[config.mk]
export PLATFORM = sky130hd
export DESIGN_NAME = iee_ctrl
export DESIGN_NICKNAME = d
export VERILOG_FILES = /design/src/infix_expression_evaluator_defines.svh /design/src/iee_pkg.sv /design/src/iee_ctrl.sv
export SDC_FILE = /design/constraint.sdc
export NUM_CORES = 1
export LEC_CHECK = 0
export ABC_AREA = 1
export BUFFER_PORTS_ARGS = -buffer_cell sky130_fd_sc_hd__clkbuf_2
export CELL_PAD_IN_SITES_DETAIL_PLACEMENT = 0
export CELL_PAD_IN_SITES_GLOBAL_PLACEMENT = 2
export CORE_MARGIN = 8
export CORE_UTILIZATION = 21
export DETAILED_ROUTE_END_ITERATION = 6
export GPL_ROUTABILITY_DRIVEN = 0
export PLACE_DENSITY_LB_ADDON = 0.2
export SLEW_MARGIN = 20
export SYNTH_ARGS = -nofsm -noshare
export SYNTH_HDL_FRONTEND = slang
export SYNTH_SLANG_ARGS = --single-unit
[constraint.sdc]
create_clock -name aclk -period 1.85 [get_ports aclk]
set_clock_uncertainty 0.1 [all_clocks]
set_input_delay 0.37 -clock aclk [delete_from_list [all_inputs] [get_ports aclk]]
set_output_delay 0.37 -clock aclk [all_outputs]
set_load 0.02 [all_outputs]
[src/infix_expression_evaluator_defines.svh]
// Assertion helpers shared by the evaluator RTL
`ifndef INFIX_EXPRESSION_EVALUATOR_DEFINES_SVH
`define INFIX_EXPRESSION_EVALUATOR_DEFINES_SVH

// same-cycle implication
`define IEE_ASSERT_SAME(name, clk, rstn, ante, cons) \
    name: assert property (@(posedge clk) disable iff (!rstn) (ante) |-> (cons)) \
        else $error("iee assertion failed");

// next-cycle implication
`define IEE_ASSERT_NEXT(name, clk, rstn, ante, cons) \
    name: assert property (@(posedge clk) disable iff (!rstn) (ante) |=> (cons)) \
        else $error("iee assertion failed");

`endif

[src/iee_pkg.sv]
package iee_pkg;

    localparam int STACK_DEPTH = 16;
    localparam int TABLE_ROWS  = 32;
    localparam int CELLS       = TABLE_ROWS * 4;
    localparam int CELL_AW     = $clog2(CELLS);
    localparam int SP_W        = $clog2(STACK_DEPTH + 1);
    localparam int SI_W        = $clog2(STACK_DEPTH);

    localparam int DIVIDEND_W  = 48;
    localparam int DIVISOR_W   = 32;
    localparam int DCNT_W      = $clog2(DIVIDEND_W + 1);

    localparam logic [2:0] OP_LPAREN = 3'd0;
    localparam logic [2:0] OP_ADD    = 3'd1;
    localparam logic [2:0] OP_SUB    = 3'd2;
    localparam logic [2:0] OP_MUL    = 3'd3;
    localparam logic [2:0] OP_DIV    = 3'd4;

    localparam logic [1:0] ST_OK   = 2'd0;
    localparam logic [1:0] ST_DIV0 = 2'd1;
    localparam logic [1:0] ST_OVF  = 2'd2;
    localparam logic [1:0] ST_MAL  = 2'd3;

    localparam logic [7:0] CH_PLUS  = 8'h2B;
    localparam logic [7:0] CH_MINUS = 8'h2D;
    localparam logic [7:0] CH_STAR  = 8'h2A;
    localparam logic [7:0] CH_SLASH = 8'h2F;
    localparam logic [7:0] CH_LPAR  = 8'h28;
    localparam logic [7:0] CH_RPAR  = 8'h29;
    localparam logic [7:0] CH_ZERO  = 8'h30;
    localparam logic [7:0] CH_NINE  = 8'h39;
    localparam logic [7:0] CH_UA    = 8'h41;
    localparam logic [7:0] CH_UZ    = 8'h5A;
    localparam logic [7:0] CH_LA    = 8'h61;
    localparam logic [7:0] CH_LZ    = 8'h7A;
    localparam logic [7:0] CASE_GAP = 8'h20;

    typedef struct packed {
        logic capture;
        logic wr_cell;
        logic char_step;
        logic disp;
        logic ref_push;
        logic red_start;
        logic mul_wr;
        logic div_wr;
        logic pop_op;
        logic flag_mal;
        logic push_op;
        logic end_num;
        logic finish;
    } iee_cmd_t;

    typedef struct packed {
        logic last;
        logic pend_digit;
        logic digit;
        logic is_rpar;
        logic is_op;
        logic op_nz;
        logic top_lp;
        logic prec_ge;
        logic red_mul;
        logic red_div_go;
        logic div_done;
        logic m_valid;
    } iee_stat_t;

endpackage

[src/iee_ctrl.sv]
module iee_ctrl (
    input  logic               aclk,
    input  logic               aresetn,
    input  logic               s_valid,
    input  logic               s_func,
    input  logic               m_ready,
    input  iee_pkg::iee_stat_t stat,
    output iee_pkg::iee_cmd_t  cmd,
    output logic               s_ready
);
    import iee_pkg::*;

    localparam logic [3:0] S_IDLE  = 4'd0;
    localparam logic [3:0] S_CHAR  = 4'd1;
    localparam logic [3:0] S_REFRD = 4'd2;
    localparam logic [3:0] S_DISP  = 4'd3;
    localparam logic [3:0] S_RPAR  = 4'd4;
    localparam logic [3:0] S_OPL   = 4'd5;
    localparam logic [3:0] S_FIN   = 4'd6;
    localparam logic [3:0] S_ENDL  = 4'd7;
    localparam logic [3:0] S_DONE  = 4'd8;
    localparam logic [3:0] S_MULW  = 4'd9;
    localparam logic [3:0] S_DIVW  = 4'd10;

    logic [3:0] state_reg, state_next;
    logic [3:0] ret_reg, ret_next;

    always_comb begin
        cmd        = '0;
        state_next = state_reg;
        ret_next   = ret_reg;
        case (state_reg)
            S_IDLE: begin
                if (s_valid) begin
                    if (!s_func) begin
                        cmd.wr_cell = 1'b1;
                    end else begin
                        cmd.capture = 1'b1;
                        state_next  = S_CHAR;
                    end
                end
            end
            S_CHAR: begin
                cmd.char_step = 1'b1;
                if (stat.pend_digit) state_next = S_REFRD;
                else if (stat.digit) state_next = S_FIN;
                else state_next = S_DISP;
            end
            S_REFRD: begin
                cmd.ref_push = 1'b1;
                state_next   = S_FIN;
            end
            S_DISP: begin
                cmd.disp = 1'b1;
                if (stat.is_rpar) state_next = S_RPAR;
                else if (stat.is_op) state_next = S_OPL;
                else state_next = S_FIN;
            end
            S_RPAR: begin
                if (stat.op_nz && !stat.top_lp) begin
                    cmd.red_start = 1'b1;
                    ret_next      = S_RPAR;
                    if (stat.red_mul) state_next = S_MULW;
                    else if (stat.red_div_go) state_next = S_DIVW;
                end else if (stat.op_nz) begin
                    cmd.pop_op = 1'b1;
                    state_next = S_FIN;
                end else begin
                    cmd.flag_mal = 1'b1;
                    state_next   = S_FIN;
                end
            end
            S_OPL: begin
                if (stat.op_nz && stat.prec_ge) begin
                    cmd.red_start = 1'b1;
                    ret_next      = S_OPL;
                    if (stat.red_mul) state_next = S_MULW;
                    else if (stat.red_div_go) state_next = S_DIVW;
                end else begin
                    cmd.push_op = 1'b1;
                    state_next  = S_FIN;
                end
            end
            S_FIN: begin
                if (stat.last) begin
                    cmd.end_num = 1'b1;
                    state_next  = S_ENDL;
                end else begin
                    state_next = S_IDLE;
                end
            end
            S_ENDL: begin
                if (stat.op_nz) begin
                    if (stat.top_lp) begin
                        cmd.pop_op   = 1'b1;
                        cmd.flag_mal = 1'b1;
                    end else begin
                        cmd.red_start = 1'b1;
                        ret_next      = S_ENDL;
                        if (stat.red_mul) state_next = S_MULW;
                        else if (stat.red_div_go) state_next = S_DIVW;
                    end
                end else begin
                    state_next = S_DONE;
                end
            end
            S_DONE: begin
                // hold while the previous result is still unclaimed
                if (!stat.m_valid || m_ready) begin
                    cmd.finish = 1'b1;
                    state_next = S_IDLE;
                end
            end
            S_MULW: begin
                cmd.mul_wr = 1'b1;
                state_next = ret_reg;
            end
            S_DIVW: begin
                if (stat.div_done) begin
                    cmd.div_wr = 1'b1;
                    state_next = ret_reg;
                end
            end
            default: state_next = S_IDLE;
        endcase
    end

    always_ff @(posedge aclk) begin
        if (!aresetn) begin
            state_reg <= S_IDLE;
            ret_reg   <= S_IDLE;
        end else begin
            state_reg <= state_next;
            ret_reg   <= ret_next;
        end
    end

    assign s_ready = (state_reg == S_IDLE);

endmodule

==> flow_metrics.py <==
metrics = {
    "status": {
        "status": "finished with violations",
        "violations": "negative setup slack",
    },
    "final_layout": {
        "nNetsFinal": 200,
        "synthToLayoutAreaGrowth_pct": 60.93,
        "drive_gt1_frac": 0.4341,
        "final_common_cell": "nand2_1",
        "largest_register_ffs": 4,
        "antenna_cells": 0,
        "final_cells": 228,
        "fillers": 411,
        "layout_common_cells": "37 x nand2_1, 25 x clkbuf_2, 18 x nor2_1, 16 x buf_4, 15 x inv_1",
    },
    "clocking": {
        "cts_made_buffers": 3,
        "cts_tree": "built",
        "clk_latency_ns": 0.25,
        "ctsLongestPathBuffers": 2,
        "cts_sinks": 7,
        "ctsHoldBuffers": 0,
        "cts_root_buf": "clkbuf_4",
        "clk_pin_slew_worst_paths_ns": 0.05,
        "htree_levels": 1,
    },
    "power_and_ir_drop": {
        "intPower_mw": 0.2970,
        "cellPowerDensity_nw_per_um2": 402.2,
        "total_power_mw": 0.4519,
        "p_switching_mw": 0.1549,
        "switching_share": 0.3427,
        "vdd_drop_max_mv": 0.2754,
        "p_clk_frac": 0.303,
        "pwr-share-seq": 0.361,
        "combPwrFrac": 0.337,
        "leakagePower_nw": 0.6376,
    },
    "floorplanning": {
        "rows": 21,
        "die_w_um": 73.66,
        "die_y_um": 73.66,
        "ioPinCount": 31,
        "core_um2": 3258,
        "die_area_um2": 5426,
        "start_util": 0.2143,
    },
    "timing": {
        "fin_ws_ns": -0.007420,
        "period_minus_slack_ns": 1.857,
        "relSlewSlack": 0.8313,
        "worst_pin_slew_ns": 0.2505,
        "drv_slew": 0,
        "min_period_over_period": 1.004,
        "hold_viol_final": 0,
        "hold_slack_ns": 0.2279,
        "rsz0062_at_grt": "yes",
        "max_freq_mhz": 538.4,
        "setup_violations": 1,
        "fin_tns_setup_ns": -0.007420,
    },
    "place": {
        "post-dp-hpwl_mm": 2.058,
        "io_buffers": 30,
        "dp.cells": 215,
    },
    "critical_path": {
        "crit_type": "reg2out",
        "arrival_ns": 1.39,
        "required_ns": 1.38,
        "crit_path_end_kind": "output port",
        "critPathLaunchType": "flop",
        "cp_max_fo": 5,
    },
    "routing": {
        "drt_iter0_markers": 40,
        "drc": 0,
        "num_vias": 973,
        "via_per_inst": 4.268,
        "dr.pass1.iters": 4,
        "ant_nets": 0,
        "routedWlPerCell_um": 10.87,
        "wl_mm": 2.478,
    },
    "synthesis": {
        "netlist-cell-type-count": 17,
        "yosysWarnings": 0,
        "ys_ff_latch": 7,
        "seq_area_frac_synth": 0.2007,
        "synthesis.area_um2": 698.2,
        "syn_area_per_cell_um2": 5.172,
        "synth_fp_nets": 152,
        "synth_cells": 135,
    },
    "run": {
        "maxCapViolCount": 0,
    },
    "global_route": {
        "grt_pass1_vias": 917,
        "grt_max_degree": 7,
        "antenna_found_initial": 0,
        "gr-total-overflow": 0,
        "track_usage": 0.09556,
        "grt_pass1_wl_mm": 4.126,
    },
    "worst_hold_path": {
        "hold_class": "in2reg",
    },
}
## power by group through the flow
| stage | Clock, mW | Combinational (mW) | Sequential (mW) |
|---|---|---|---|
| after floorplan | 0 | 0.0830 | 0.164 |
| after global placement | 0 | 0.139 | 0.166 |
| after detailed placement | 0 | 0.137 | 0.165 |
| after CTS | 0.139 | 0.143 | 0.163 |
| after global routing | 0.161 | 0.169 | 0.164 |
| final | 0.137 | 0.152 | 0.163 |
## cell type report
cell class | instances | area [um^2] | share of cell area
multi-input combinational | 102 | 513.0 | 0.4566
timing repair buffer | 43 | 274.0 | 0.2439
sequential | 7 | 152.6 | 0.1359
tap | 46 | 57.56 | 0.05122
clock buffer | 4 | 26.28 | 0.02339
inverter | 26 | 100.1 | 0.08909
## critical path, cell delays in order, from the launching register on
cell and delay [ns]:
dfxtp_4 0.38, inv_4 0.05, nor2_4 0.16, nand2_2 0.09, inv_2 0.09, nand2_2 0.06, nand2_2 0.10, nor2_4 0.04
inv_2 0.06, buf_8 0.11
## cells in the mapped netlist (all sizes together)
library cell / count / share of area
nand4: 1 / 0.0090
dfxtp: 7 / 0.20
o211ai: 2 / 0.021
nor2: 28 / 0.18
o31ai: 1 / 0.011
a21oi: 8 / 0.057
nand3: 13 / 0.10
nand2: 41 / 0.22
o21ai: 4 / 0.029
nor3: 4 / 0.029
inv: 26 / 0.14
## per-stage QoR
stage	setup WS [ns]	instance area, um^2	utilization
after detailed placement	0.05431	935.9	0.2873
after global placement	0.08930	935.9	0.2873
after CTS	-0.006981	1045	0.3207
after global routing	-0.08346	1124	0.3449
final	-0.007420	1124	0.3449
after floorplan	0.1428	698.2	-
## per-layer routing
metal  vias up  part of all wire  track usage  routed length [um]
met1       436              0.43       0.1134                1055
li1        514                 -            -                   -
met3         2             0.064      0.03547                 158
met4         0            0.0073      0.01330                  18
met5         -                 0            0                   0
met2        21              0.50       0.1614                1246
## final timing paths
| check | start | cells past startpoint | slack [ns] | endpoint |
|---|---|---|---|---|
| worst min register to register | ret_reg[1] | 2 | 0.36 | ret_reg[1] |
| worst max register to register | state_reg[2] | 11 | 0.25 | state_reg[0] |
| worst max-delay path | state_reg[2] | 9 | -0.007 | cmd[7] |
| worst min-delay path | aresetn | 3 | 0.23 | ret_reg[2] |
## cell families after synthesis
group / share of synthesized area
AND/OR/NAND/NOR: 0.5412
buffers and inverters: 0.1398
AO/OA/AOI/OAI: 0.1183
flip-flops: 0.2007
## repair_timing
action / in CTS / in global routing
endpoints found under the setup margin: 8 / 10
resized for setup: 17 / 17
setup buffers: 4 / 5
pin swaps: 2 / 4
Note: power is estimated with default switching activity, not from simulation.
